===== src/sv/assert_macros.svh =====
// Shared concurrent assertion helpers; clk and arst_n must be in scope.
`ifndef ASSERT_MACROS_SVH
`define ASSERT_MACROS_SVH

// Same-cycle implication
`define BBA_ASSERT_NOW(lbl, ant, cons) \
	lbl: assert property (@(posedge clk) disable iff (!arst_n) (ant) |-> (cons)) \
		else $error("bba check failed");

// Next-cycle implication
`define BBA_ASSERT_NEXT(lbl, ant, cons) \
	lbl: assert property (@(posedge clk) disable iff (!arst_n) (ant) |=> (cons)) \
		else $error("bba check failed");

`endif


===== src/sv/bba_pkg.sv =====
package bba_pkg;

	localparam int TOTAL_UNITS = 1024;
	localparam int LG_TOTAL    = $clog2(TOTAL_UNITS);
	localparam int TREE_NODES  = 2 * TOTAL_UNITS - 1;
	localparam int NODE_BITS   = $clog2(TREE_NODES);
	localparam int OWNER_BITS  = 16;
	localparam int SIZE_BITS   = 11;
	localparam int UNIT_BITS   = LG_TOTAL;
	localparam int CNT_BITS    = LG_TOTAL + 1;
	localparam int IDX_BITS    = LG_TOTAL;
	localparam int LG_BITS     = $clog2(LG_TOTAL + 1);

	localparam logic KIND_ALLOC = 1'b0;
	localparam logic KIND_FREE  = 1'b1;

	typedef enum logic [1:0] {
		ST_OK       = 2'd0,
		ST_NOSPACE  = 2'd1,
		ST_NOTFOUND = 2'd2,
		ST_BADSIZE  = 2'd3
	} status_t;

	typedef struct packed {
		logic                  kind;
		logic [OWNER_BITS-1:0] owner_id;
		logic [SIZE_BITS-1:0]  request_size;
	} req_t;

	typedef struct packed {
		status_t              status;
		logic [UNIT_BITS-1:0] block_start;
		logic [UNIT_BITS-1:0] block_end;
	} rsp_t;

	typedef struct packed {
		logic                  owned;
		logic [OWNER_BITS-1:0] owner;
	} own_word_t;

	typedef struct packed {
		logic                 busy_we;
		logic                 busy_wdata;
		logic [NODE_BITS-1:0] busy_waddr;
		logic [NODE_BITS-1:0] busy_raddr;
		logic                 own_we;
		own_word_t            own_wdata;
		logic [NODE_BITS-1:0] own_waddr;
		logic [NODE_BITS-1:0] own_raddr;
	} mem_req_t;

	typedef enum logic [3:0] {
		S_CLEAR,
		S_IDLE,
		S_SIZE,
		S_SCAN,
		S_DECIDE,
		S_ANC,
		S_SUB,
		S_MRD,
		S_MCHK,
		S_RESP
	} state_t;

endpackage


===== src/sv/bba_seq.sv =====
module bba_seq import bba_pkg::*; (
	input  logic      clk,
	input  logic      arst_n,
	input  logic      req_valid,
	output logic      req_ready,
	input  req_t      req,
	input  logic      busy_rdata,
	input  own_word_t own_rdata,
	output mem_req_t  mem,
	input  logic      rsp_free,
	output logic      rsp_load,
	output rsp_t      rsp_word
);

	state_t state_q, state_d;

	logic [NODE_BITS-1:0]  clr_q;
	logic                  kind_q;
	logic [OWNER_BITS-1:0] owner_q;
	logic [SIZE_BITS-1:0]  size_q;
	logic [SIZE_BITS-1:0]  bsize_q;
	logic [LG_BITS-1:0]    lg_q;
	status_t               status_q;
	logic [CNT_BITS-1:0]   iss_q;
	logic                  rv_s1;
	logic [IDX_BITS-1:0]   ri_s1;
	logic                  pair_busy_q;
	logic                  ff_found_q, pf_found_q, own_found_q;
	logic [IDX_BITS-1:0]   ff_q, pf_q, own_i_q, pick_i_q;
	logic [NODE_BITS-1:0]  p_q, idx_q;
	logic [NODE_BITS:0]    lo_q, hi_q;

	logic [CNT_BITS-1:0]   count;
	logic [NODE_BITS-1:0]  first, scan_addr, par, buddy, sel_node;
	logic [IDX_BITS-1:0]   last_i, sel_i;
	logic                  sel_found, bad_size, more_iss, row_end, sub_done;
	logic [NODE_BITS:0]    nlo, nhi;
	logic [UNIT_BITS-1:0]  start;

	assign count     = CNT_BITS'(TOTAL_UNITS) >> lg_q;
	assign first     = NODE_BITS'(count - CNT_BITS'(1));
	assign last_i    = IDX_BITS'(count - CNT_BITS'(1));
	assign scan_addr = first + NODE_BITS'(iss_q);
	assign more_iss  = (iss_q != count);
	assign par       = (p_q - NODE_BITS'(1)) >> 1;
	assign buddy     = p_q[0] ? p_q + NODE_BITS'(1) : p_q - NODE_BITS'(1);
	assign bad_size  = (req.request_size == '0) ||
		(req.request_size > SIZE_BITS'(TOTAL_UNITS));
	assign nlo       = {lo_q[NODE_BITS-1:0], 1'b1};
	assign nhi       = {hi_q[NODE_BITS-1:0], 1'b0} + (NODE_BITS+1)'(2);
	assign row_end   = (idx_q == hi_q[NODE_BITS-1:0]);
	assign sub_done  = row_end && (nlo >= (NODE_BITS+1)'(TREE_NODES));

	always_comb begin
		if (kind_q == KIND_FREE) begin
			sel_found = own_found_q;
			sel_i     = own_i_q;
		end else begin
			sel_found = pf_found_q || ff_found_q;
			sel_i     = pf_found_q ? pf_q : ff_q;
		end
	end
	assign sel_node = first + NODE_BITS'(sel_i);

	// next state
	always_comb begin
		state_d = state_q;
		case (state_q)
			S_CLEAR: if (clr_q == NODE_BITS'(TREE_NODES - 1)) state_d = S_IDLE;
			S_IDLE: begin
				if (req_valid) state_d = bad_size ? S_RESP : S_SIZE;
			end
			S_SIZE: if (bsize_q >= size_q) state_d = S_SCAN;
			S_SCAN: if (rv_s1 && ri_s1 == last_i) state_d = S_DECIDE;
			S_DECIDE: begin
				if (!sel_found) state_d = S_RESP;
				else if (kind_q == KIND_FREE || sel_node == '0) state_d = S_SUB;
				else state_d = S_ANC;
			end
			S_ANC: if (par == '0) state_d = S_SUB;
			S_SUB: begin
				if (sub_done) state_d = (kind_q == KIND_FREE) ? S_MRD : S_RESP;
			end
			S_MRD: state_d = (p_q == '0) ? S_RESP : S_MCHK;
			S_MCHK: state_d = busy_rdata ? S_RESP : S_MRD;
			S_RESP: if (rsp_free) state_d = S_IDLE;
			default: state_d = S_CLEAR;
		endcase
	end

	// memory requests and handshake
	always_comb begin
		mem            = '0;
		mem.busy_raddr = (state_q == S_MRD) ? buddy : scan_addr;
		mem.own_raddr  = scan_addr;
		case (state_q)
			S_CLEAR: begin
				mem.busy_we    = 1'b1;
				mem.busy_waddr = clr_q;
				mem.own_we     = 1'b1;
				mem.own_waddr  = clr_q;
			end
			S_DECIDE: begin
				mem.own_we          = sel_found;
				mem.own_waddr       = sel_node;
				mem.own_wdata.owned = (kind_q == KIND_ALLOC);
				mem.own_wdata.owner = owner_q;
			end
			S_ANC: begin
				mem.busy_we    = 1'b1;
				mem.busy_waddr = par;
				mem.busy_wdata = 1'b1;
			end
			S_SUB: begin
				mem.busy_we    = 1'b1;
				mem.busy_waddr = idx_q;
				mem.busy_wdata = (kind_q == KIND_ALLOC);
			end
			S_MCHK: begin
				mem.busy_we    = !busy_rdata;
				mem.busy_waddr = par;
			end
			default: begin
				mem.busy_we = 1'b0;
			end
		endcase
	end

	assign req_ready = (state_q == S_IDLE);
	assign rsp_load  = (state_q == S_RESP) && rsp_free;
	assign start     = pick_i_q << lg_q;

	always_comb begin
		rsp_word        = '0;
		rsp_word.status = status_q;
		if (status_q == ST_OK) begin
			rsp_word.block_start = start;
			rsp_word.block_end   = start | UNIT_BITS'(bsize_q - SIZE_BITS'(1));
		end
	end

	always_ff @(posedge clk or negedge arst_n) begin
		if (!arst_n) begin
			state_q <= S_CLEAR;
			clr_q   <= '0;
			rv_s1   <= 1'b0;
		end else begin
			state_q <= state_d;
			rv_s1   <= (state_q == S_SCAN) && more_iss;
			if (state_q == S_CLEAR) clr_q <= clr_q + NODE_BITS'(1);
		end
	end

	always_ff @(posedge clk) begin
		ri_s1 <= IDX_BITS'(iss_q);
		case (state_q)
			S_IDLE: begin
				kind_q   <= req.kind;
				owner_q  <= req.owner_id;
				size_q   <= req.request_size;
				bsize_q  <= SIZE_BITS'(1);
				lg_q     <= '0;
				status_q <= bad_size ? ST_BADSIZE : ST_OK;
			end
			S_SIZE: begin
				if (bsize_q < size_q) begin
					bsize_q <= bsize_q << 1;
					lg_q    <= lg_q + LG_BITS'(1);
				end
				iss_q       <= '0;
				ff_found_q  <= 1'b0;
				pf_found_q  <= 1'b0;
				own_found_q <= 1'b0;
			end
			S_SCAN: begin
				if (more_iss) iss_q <= iss_q + CNT_BITS'(1);
				if (rv_s1) begin
					if (!busy_rdata && !ff_found_q) begin
						ff_found_q <= 1'b1;
						ff_q       <= ri_s1;
					end
					// even index is a left child; decide the pair on its right half
					if (!ri_s1[0]) begin
						pair_busy_q <= busy_rdata;
					end else if (!pf_found_q) begin
						if (!pair_busy_q && busy_rdata) begin
							pf_found_q <= 1'b1;
							pf_q       <= ri_s1 - IDX_BITS'(1);
						end else if (pair_busy_q && !busy_rdata) begin
							pf_found_q <= 1'b1;
							pf_q       <= ri_s1;
						end
					end
					if (own_rdata.owned && own_rdata.owner == owner_q && !own_found_q) begin
						own_found_q <= 1'b1;
						own_i_q     <= ri_s1;
					end
				end
			end
			S_DECIDE: begin
				pick_i_q <= sel_i;
				p_q      <= sel_node;
				idx_q    <= sel_node;
				lo_q     <= {1'b0, sel_node};
				hi_q     <= {1'b0, sel_node};
				if (!sel_found) status_q <= (kind_q == KIND_FREE) ? ST_NOTFOUND : ST_NOSPACE;
			end
			S_ANC: p_q <= par;
			S_SUB: begin
				if (row_end) begin
					lo_q  <= nlo;
					hi_q  <= nhi;
					idx_q <= nlo[NODE_BITS-1:0];
				end else begin
					idx_q <= idx_q + NODE_BITS'(1);
				end
			end
			S_MCHK: if (!busy_rdata) p_q <= par;
			default: begin
				pair_busy_q <= pair_busy_q;
			end
		endcase
	end

endmodule


===== config.mk =====
export PLATFORM = sky130hd
export DESIGN_NAME = bba_seq
export DESIGN_NICKNAME = d
export VERILOG_FILES = /design/src/sv/assert_macros.svh /design/src/sv/bba_pkg.sv /design/src/sv/bba_seq.sv
export SDC_FILE = /design/constraint.sdc
export NUM_CORES = 1
export LEC_CHECK = 0
export ABC_AREA = 1
export BUFFER_PORTS_ARGS = -buffer_cell sky130_fd_sc_hd__buf_2
export CORE_ASPECT_RATIO = 0.8
export CORE_MARGIN = 10
export CORE_UTILIZATION = 55
export CTS_CLUSTER_DIAMETER = 40
export DETAILED_ROUTE_END_ITERATION = 6
export PLACE_DENSITY = 0.82
export SLEW_MARGIN = 20
export SYNTH_ARGS = -nofsm -noshare
export SYNTH_HDL_FRONTEND = slang
export SYNTH_SLANG_ARGS = --single-unit

===== constraint.sdc =====
create_clock -name clk -period 8.5 [get_ports clk]
set_clock_uncertainty 0.2 [all_clocks]
set_input_delay 1.7 -clock clk [delete_from_list [all_inputs] [get_ports clk]]
set_output_delay 1.7 -clock clk [all_outputs]
set_load 0.01 [all_outputs]

# Word level (Yosys, flattened, before mapping)
# Index checks and enable logic that the tools add are counted.
# word_totals
reg_bits	170
elab_cells	176
# op_classes
bitwise	4
muxes	58
eq_ne	30
n_reduce_logical	43
n_shift	2
n_addsub	12
n_lt_le_gt_ge	4
# op_table
cell	count
case mux 11 bit (2 select lines)	6
2-to-1 mux 11 bit	8
case mux 11 bit (3 select lines)	2
2-to-1 mux 4 bit	12
adder 11 x 1 -> 11 bit, second input constant	4
zero test 11 bit	4
2-to-1 mux 10 bit	4
case mux 4 bit (10 select lines)	1
!= test 2 bit, second input constant	14
subtractor 11 x 1 -> 11 bit, second input constant	2
2-to-1 mux 20 bit	1
subtractor 10 x 1 -> 10 bit, second input constant	2
AND reduction 3 bit	6
2-to-1 mux 17 bit	1
equality test 16 bit	1
equality test 4 x 3 -> 1 bit, second input constant	4
greater-or-equal comparator 12 x 11 -> 1 bit, second input constant	1
case mux 1 bit (2 select lines)	6
adder 11 x 10 -> 11 bit	1
adder 11 bit	1
adder 11 x 2 -> 11 bit, second input constant	1
equality test 11 bit	1
equality test 11 bit, second input constant	1
greater-or-equal comparator 11 bit	1
29 further kinds	68

# Depth between registers and ports, before layout
# Gate-level depths: netlist of the first run.
# logic_depth
depth_word	8
ltp_mapped	25

# Least setup slack after synthesis of the first run
# Ideal clock, no wire load.
# synth_timing
path_kind	register to output
from	register lg_q[0]
to	output port mem[50] in the netlist's numbering
n_path_buf	1
arrival_ns	3.119
t_required_ns	6.600
path_stages_with_launch	17
setup_slack_ns	3.481
path_cell_list	edfxtp_1 clkbuf_1 inv_1 ha_1 nand3_2 ha_1 nand3_4 o21ai_0 nand2_1 ha_1 nand2_1 nor3_1 o21ai_0 nand4_1 xor2_1 nand2_1 nand2_1
# synth_lines
item	line	source
start: declaration	bba_seq.sv:22	logic [LG_BITS-1:0] lg_q;
start signal: assignment	bba_seq.sv:168	lg_q <= lg_q + LG_BITS'(1);
end: declaration	bba_seq.sv:9	output mem_req_t mem,

==> metrics.md, run 1 <==
| Metric | Value |
|---|---|
| Site Rows | `46` |
| Worst VDD drop | `roughly 0.00012 V` |
| Relative slew margins | `approximately 29%` |
| CP max FO | `15` |
| CP endpoint kind | `output port` |
| Vert. Die Dim | `147.4 um` |
| CTS tree | `built` |
| Sinks on the clock net | `170` |
| P_leak | `roughly 5.7 nW` |
| Most common cell after layout, fill and taps aside | `nand2_1` |
| Cts bufs inserted | `17` |
| Detailed placer's ending HPWL | `25,410 um` |
| Synth Register Bits | `between 150 and 200` |
| Largest family of logic cells by synthesized area | `simple AND/OR/NAND/NOR gates` |
| Kind of critical path | `reg -> out` |
| Achievable Freq | `between 150 and 200 MHz` |
| Crit-path cells | `clkinv_1, ha_1, nand3_1, ha_1, nand3_4, o21ai_0, nand2_1, ha_1, nand2_1, nor2_1, and3_1, nor2_1, nand3_1, nand2_2, o22ai_1, buf_2` |
| Drt drc | `0` |
| Vias in the first global route | `between 9k and 10k` |
| Fill count | `approximately 1.7k` |
| Die Wd | `between 150 and 200 um` |
| Drt first-iter violations | `1,312` |
| Clock period minus worst slack | `between 6 and 7 ns` |
| Period Utilization, post-route | `roughly three quarters` |
| CTS resizes | `0` |
| Largest net degree at the start of global routing | `36` |
| Adder-Cell Fraction of Synth Area | `5.741%` |
| Htree depth | `4` |
| Diode count | `0` |
| Register area share after synthesis | `44.14%` |
| CP Data Arrival Time | `approximately 4.5 ns` |
| Final Hold Viols | `0` |
| Layout cells sized above 1 | `~14%` |
| Syn Area/Cell | `8.074 um^2` |
| Final Setup Violations | `0` |
| Crit-path slowest cell | `edfxtp_1` |
| Commonest cells after routing, fill and taps aside | `nand2_1 (310), inv_1 (186), nor2_1 (174), edfxtp_1 (144), buf_2 (137)` |
| Place WS | `between 2 and 3 ns` |
| Async set-reset flop share out of synthesis | `around a tenth` |
| Post-synthesis mux area share | `less than 1%` |
| Overall routing resource usage | `between 20% and 30%` |
| Hold crit path type | `reg -> reg` |
| Drt first pass iters | `6` |
| Compound-Gate Fraction of Synth Area | `10.88%` |
| Max-cap check violation count | `0` |
| Worst Path Buf+Inv | `2` |
| Finished Core Util | `63.87%` |
| Skew-Pair Late Insertion Delay | `0.44 ns` |
| Gate Count Post-Synth | `1,382` |
| Crit-path max cell delay | `a little over 0.6 ns` |
| Unique masters post-synth | `55` |
| Worst setup margin | `~2.1 ns` |
| Io pins | `~140` |
| Largest area contributor in the netlist | `edfxtp_1` |
| Post-route ant nets | `0` |
| Core ar. | `roughly 20,000 um^2` |
| Die area | `between 20,000 and 30,000 um^2` |
| Slew @ Worst Pin | `approximately 1.1 ns` |
| Port Buffer Count | `around 140` |
| Root Driver | `clkbuf_16` |
| Global-route wire length before repair | `51,490 um` |
| GR Overflow Total | `0` |
| Unrepaired setup endpoints after global routing | `false` |
| Vias per cell | `between 5 and 6` |
| Fin Hold WS | `roughly 0.27 ns` |
| Synth area leaders | `edfxtp_1 (39%), nand2_1 (10%), inv_1 (6.3%)` |
| Setup Buffers After CTS | `0` |
| Slew Viols, Final | `0` |
| Final net count | `approximately 1.6k` |
| Top delay family on crit path | `simple AND/OR/NAND/NOR gates` |
| Vias | `roughly 10k` |
| Status | `complete, no violations` |
| Setup_tns | `0 ns` |
| Mapped Area | `~11,000 um^2` |
| Area grow syn2layout | `13.66%` |
| CTS Buffer Depth | `2` |
| Fin cells | `about 1.8k` |
| Post-synth EDFFs | `approximately 140` |
| Initial antenna violation count | `1` |
| Syn Nets | `1,482` |
| Post-synth top area share | `between 30% and 40%` |
| Total wire length | `approximately 33,000 um` |
| Hold buffers post-CTS | `0` |
| GP Congestion | `about 1.0` |
| DR WL/cell | `18.35 um` |
| Post-Synth XOR/XNOR Area | `approximately 5.7%` |
| Post-synthesis simple-gate area fraction | `around a quarter` |
| P per Cell Area | `about 140 nW/um^2` |
| CP startpoint kind | `flop` |
| Initial Utilization | `between 50% and 60%` |
| CTS clk-pin slew, worst paths | `approximately 0.08 ns` |
| Most used cell, CP | `ha_1` |
| Ys flop type | `edfxtp_1` |
| Placed Cells | `approximately 1.8k` |
| Yosys warns | `0` |
| CP required | `approximately 6.6 ns` |
path summary, 6_finish.rpt:
check	slack [ns]	to	cells after the start	startpoint
worst min-delay path	0.27	clr_q[10]	1	clr_q[10]
max in group asynchronous	6.71	clr_q[3]	1	arst_n
min in group asynchronous	1.03	clr_q[10]	1	arst_n
worst min register to register	0.27	clr_q[10]	1	clr_q[10]
worst max-delay path	2.08	mem[21]	16	lg_q[1]
worst max register to register	4.06	idx_q[8]	15	lg_q[1]
state kept, by name (all words and copies together) (netlist names), 2 cells and up:
| register | flops |
|---|---|
| pf_q | 10 |
| idx_q | 11 |
| hi_q | 11 |
| bsize_q | 11 |
| lg_q | 4 |
| ff_q | 10 |
| iss_q | 11 |
| lo_q | 11 |
| p_q | 11 |
| owner_q | 16 |
| own_i_q | 10 |
| state_q | 4 |
| size_q | 11 |
| status_q | 2 |
| ri_s1 | 10 |
| clr_q | 11 |
| pick_i_q | 10 |
worst reg2reg max path: stages, from the launching register on:
cell and delay, ns:
edfxtp_1 0.62, clkinv_1 0.36, ha_1 0.36, nand3_1 0.21
ha_1 0.37, nand3_4 0.17, o21ai_0 0.25, nand2_1 0.14
ha_1 0.39, nand2_1 0.11, nor2_1 0.11, nand2_1 0.06
nand2_1 0.08, xor2_1 0.34, nand2_1 0.25, o311ai_0 0.20
synth_stat cells (all sizes together) (8+ instances only):
cell type and number:
dfxtp 10, buf 8, dfrtp 16, clkbuf 20, o211ai 11, nand3 106, xnor2 15, xor2 57
nand2 319, nor2 184, o22ai 13, ha 48, a21oi 57, inv 191, nor3 16, edfxtp 144
o21ai 91, nand4 17, o221ai 10
metrics by stage:
stage,area [um^2],total power [W]
final,12680,0.001726
after floorplan,11160,0.0009166
after CTS,12680,0.001724
after detailed placement,12080,0.0009330
after global routing,12680,0.001762
after global placement,12070,0.0009320
report_power, final:
group	total, W	internal [W]	leakage (nW)	switching (W)
Clock	0.000811	0.000444	0.294	0.000367
Sequential	0.000894	0.000894	1.49	0
Combinational	0.0000210	0.0000104	3.96	0.0000106
Total	0.00173	0.00135	5.74	0.000377
cell type report:
| class | count | area (um^2) | share of cell area, % |
|---|---|---|---|
| Clock buffer | 17 | 425.4 | 3.354 |
| Timing Repair Buffer | 141 | 715.7 | 5.643 |
| Tap cell | 264 | 330.3 | 2.605 |
| Multi-Input combinational cell | 988 | 5366 | 42.31 |
| Clock inverter | 15 | 176.4 | 1.391 |
| Sequential cell | 170 | 4925 | 38.83 |
| Inverter | 196 | 743.2 | 5.860 |
cell families (layout without fill, tap and decap cells):
kind of cell / Yosys count / after routing
AOI/OAI and AO/OA: 209 / 209
muxes: 1 / 1
and+or+nand+nor: 656 / 656
buffers and inverters: 224 / 369
DFF: 170 / 170
adders and majority gates: 50 / 50
xor gates and xnor gates: 72 / 72
metal layers:
metal | wire [um] | track usage [%] | part of all wire (%) | vias to the layer above
met5 | 0 | 0 | 0 | -
met4 | 560 | 6.713 | 1.7 | 0
met3 | 4685 | 8.809 | 14 | 62
met2 | 13900 | 35.25 | 42 | 683
met1 | 13730 | 34.14 | 42 | 4816
li1 | - | - | - | 4898
(Power assumes the default switching activity.)
==> run 2, diff against run 1 <==
ABC_AREA = 0   (was 1)
CORE_UTILIZATION = 53   (was 55)
PLACE_DENSITY = 0.83   (was 0.82)
clock period = 5.5 ns   (was 8.5 ns; I/O delays follow)
==> metrics.md, run 2 <==
| Metric | Value |
|---|---|
| Status | `complete, no violations (unchanged)` |
| Slew Viols, Final | `0 (unchanged)` |
| Register with the highest flop count | `owner_q (unchanged)` |
| Initial antenna violation count | `1 (unchanged)` |
| Crit-path max cell delay | `0.41 ns (was 0.62 ns)` |
| CTS Buffer Depth | `2 (unchanged)` |
| Post-synth top area share | `40.36% (was 38.75%)` |
| Overall routing resource usage | `23.60% (was 24.54%)` |
| DR WL/cell | `21.16 um (was 18.35 um)` |
| Largest area contributor in the netlist | `edfxtp_1 (unchanged)` |
| Vias per cell | `6.199 (was 5.840)` |
| Mapped Area | `10,710 um^2 (was 11,160 um^2)` |
| Post-route ant nets | `0 (unchanged)` |
| Io pins | `138 (unchanged)` |
| Post-synth EDFFs | `144 (unchanged)` |
| Vias in the first global route | `8,724 (was 9,771)` |
| Area grow syn2layout | `15.97% (was 13.66%)` |
| Async set-reset flop share out of synthesis | `9.412% (unchanged)` |
| Crit-path cells | `buf_4, ha_1, ha_1, nor2b_1, nand2_1, a32oi_1, nand2_1, ha_1, a211oi_1, nor2_1, a211o_1, a21oi_2, xor2_2, o21ai_0, buf_2 (was clkinv_1, ha_1, nand3_1, ha_1, nand3_4, o21ai_0, nand2_1, ha_1, nand2_1, nor2_1, and3_1, nor2_1, nand3_1, nand2_2, o22ai_1, buf_2)` |
| Relative slew margins | `34.36% (was 28.76%)` |
| Drt drc | `0 (unchanged)` |
| GR Overflow Total | `0 (unchanged)` |
| Die area | `26,330 um^2 (was 26,420 um^2)` |
| Vias | `9,324 (was 10.46k)` |
| Final Hold Viols | `0 (unchanged)` |
| CP endpoint kind | `output port (unchanged)` |
| Finished Core Util | `62.56% (was 63.87%)` |
| Synth area leaders | `edfxtp_1 (40%), ha_1 (5.6%), xor2_1 (5.6%) (was edfxtp_1 (39%), nand2_1 (10%), inv_1 (6.3%))` |
| Total wire length | `31,830 um (was 32,870 um)` |
| Hold crit path type | `reg -> reg (unchanged)` |
| Achievable Freq | `approximately 190 MHz` |
| Initial Utilization | `53.95% (was 56.19%)` |
| Register area share after synthesis | `45.97% (was 44.14%)` |
| CP max FO | `13 (was 15)` |
| Global-route wire length before repair | `48,980 um (was 51,490 um)` |
| Gate Count Post-Synth | `1,100 (was 1,382)` |
| Syn Area/Cell | `9.739 um^2 (was 8.074 um^2)` |
| GP Congestion | `0.9285 (was 1.010)` |
| CP startpoint kind | `flop (unchanged)` |
| Largest net degree at the start of global routing | `31 (was 36)` |
| Yosys warns | `0 (unchanged)` |
| Kind of critical path | `reg -> out (unchanged)` |
| Sinks on the clock net | `170 (unchanged)` |
| Die Wd | `179.0 um (was 179.2 um)` |
| Detailed placer's ending HPWL | `23,670 um (was 25,410 um)` |
| Layout cells sized above 1 | `17.51% (was 14.08%)` |
| Commonest cells after routing, fill and taps aside | `edfxtp_1 (144), nand2_1 (142), buf_2 (137), nor2_1 (91), o21ai_0 (84) (was nand2_1 (310), inv_1 (186), nor2_1 (174), edfxtp_1 (144), buf_2 (137))` |
| Drt first pass iters | `6 (unchanged)` |
| Clock period minus worst slack | `5.339 ns` |
| Final Setup Violations | `0 (unchanged)` |
| Synth Register Bits | `170 (unchanged)` |
| Dominant cell by count in the synthesized netlist | `edfxtp_1 (was nand2_1)` |
| Unrepaired setup endpoints after global routing | `false (unchanged)` |
| Htree depth | `4 (unchanged)` |
| Max-cap check violation count | `0 (unchanged)` |
| Ys flop type | `edfxtp_1 (unchanged)` |
| CP required | `4.20 ns (was 6.60 ns)` |
| Most common cell after layout, fill and taps aside | `edfxtp_1 (was nand2_1)` |
| CTS clk-pin slew, worst paths | `0.06 ns (was 0.08 ns)` |
| Vert. Die Dim | `147.2 um (was 147.4 um)` |
| Syn Nets | `1,200 (was 1,482)` |
| Slew @ Worst Pin | `0.9793 ns (was 1.065 ns)` |
| Period Utilization, post-route | `97.08%` |
| Crit-path slowest cell | `edfxtp_1 (unchanged)` |
| Skew-Pair Late Insertion Delay | `0.44 ns (about the same)` |
| Root Driver | `clkbuf_16 (unchanged)` |
| Site Rows | `46 (unchanged)` |
| Cts bufs inserted | `17 (unchanged)` |
| Unique masters post-synth | `68 (was 55)` |
| CP Data Arrival Time | `4.04 ns (was 4.52 ns)` |
| Setup_tns | `0 ns (unchanged)` |
| Core ar. | `19,860 um^2 (unchanged)` |
| Max reg flops | `16 (unchanged)` |
| Port Buffer Count | `137 (unchanged)` |
| CTS tree | `built (unchanged)` |
| Drt first-iter violations | `1,506 (was 1,312)` |
| Most used cell, CP | `ha_1 (unchanged)` |
| Final net count | `1,327 (was 1,614)` |
| Most common library cells after synthesis | `edfxtp_1 (144), nand2_1 (142), nor2_1 (93) (was nand2_1 (310), inv_1 (186), nor2_1 (175))` |
[run 2: cell count changes in the layout (fill, tap and decap cells not counted), moves of 10 or more]
cell and delta:
nand2_1 -168, inv_1 -146, nor2_1 -83, nand3_1 -60, xnor2_1 +48, and2_1 +24
mux2i_1 +22, and3_1 +20, buf_4 +18, a21oi_1 -17, o22ai_1 -11, xor2_1 +10
[run 2: area by class of cell]
cell class              count  area (um^2)
fillers                  1588         7433
multi-input cells         836         5509
flip-flops and latches    170         4925
repair buffers            159        850.8
clock buffers              17        425.4
well taps                 264        330.3
clock inverters            14        219.0
inverters                  43        161.4
diodes                      1        2.502
[run 2: cell families after synthesis]
family,Yosys count,synth area share (%)
and+or+nand+nor,416,18.52
AOI/OAI and AO/OA,209,12.09
DFF,170,45.97
xor gates and xnor gates,133,10.94
buffers and inverters,94,3.504
adders and majority gates,50,5.980
muxes,28,2.990
[run 2: critical path: cells and delay by family, from the launching register on]
kind / cells / cell delay [ns]
flip-flops: 1 / 0.41
AND/OR/NAND/NOR: 4 / 0.58
adder cells (fa/ha/maj): 3 / 0.90
buffers and inverters: 2 / 0.40
XOR/XNOR: 1 / 0.25
AO/OA/AOI/OAI: 5 / 1.08
[run 2: path summary, 6_finish.rpt]
check / startpoint / to / slack, ns / cells past startpoint
max reg2reg: lg_q[0] / state_q[1] / 1.20 / 16
max in group asynchronous: arst_n / state_q[1] / 4.42 / 1
min reg2reg: iss_q[3] / ri_s1[3] / 0.32 / 0
max: lg_q[0] / mem[21] / 0.16 / 15
min: iss_q[3] / ri_s1[3] / 0.32 / 0
min in group asynchronous: arst_n / state_q[2] / 0.38 / 1
[run 2: what timing repair did]
| item | CTS | global route |
|---|---|---|
| buffers inserted | 1 | 0 |
| endpoints found under the setup margin | 3 | 5 |
| resized for setup | 3 | 9 |
| hold buffers | 0 | 0 |
| pin swaps | 0 | 1 |
[run 2: metrics by stage]
stage	setup slack (ns)	cell area [um^2]	hold slack (ns)	std cells
after floorplan	0.4322	10710	0.1746	1100
after global placement	0.4828	11690	0.2836	1471
after detailed placement	0.3431	11690	0.2988	1471
after CTS	0.02027	12360	0.3144	1503
after global routing	0.01430	12420	0.3346	1504
final	0.1607	12420	0.3209	1504
[run 2: layer usage]
metal  share of wire (%)  global-route usage, %
met5                   0                      0
met3                  14                  7.095
met1                  41                  33.80
met2                  43                  33.44
met4                 2.5                  7.016
Power of run 2 is not shown: default switching activity piles up to over one toggle a cycle in this logic, so the estimate is an artifact.
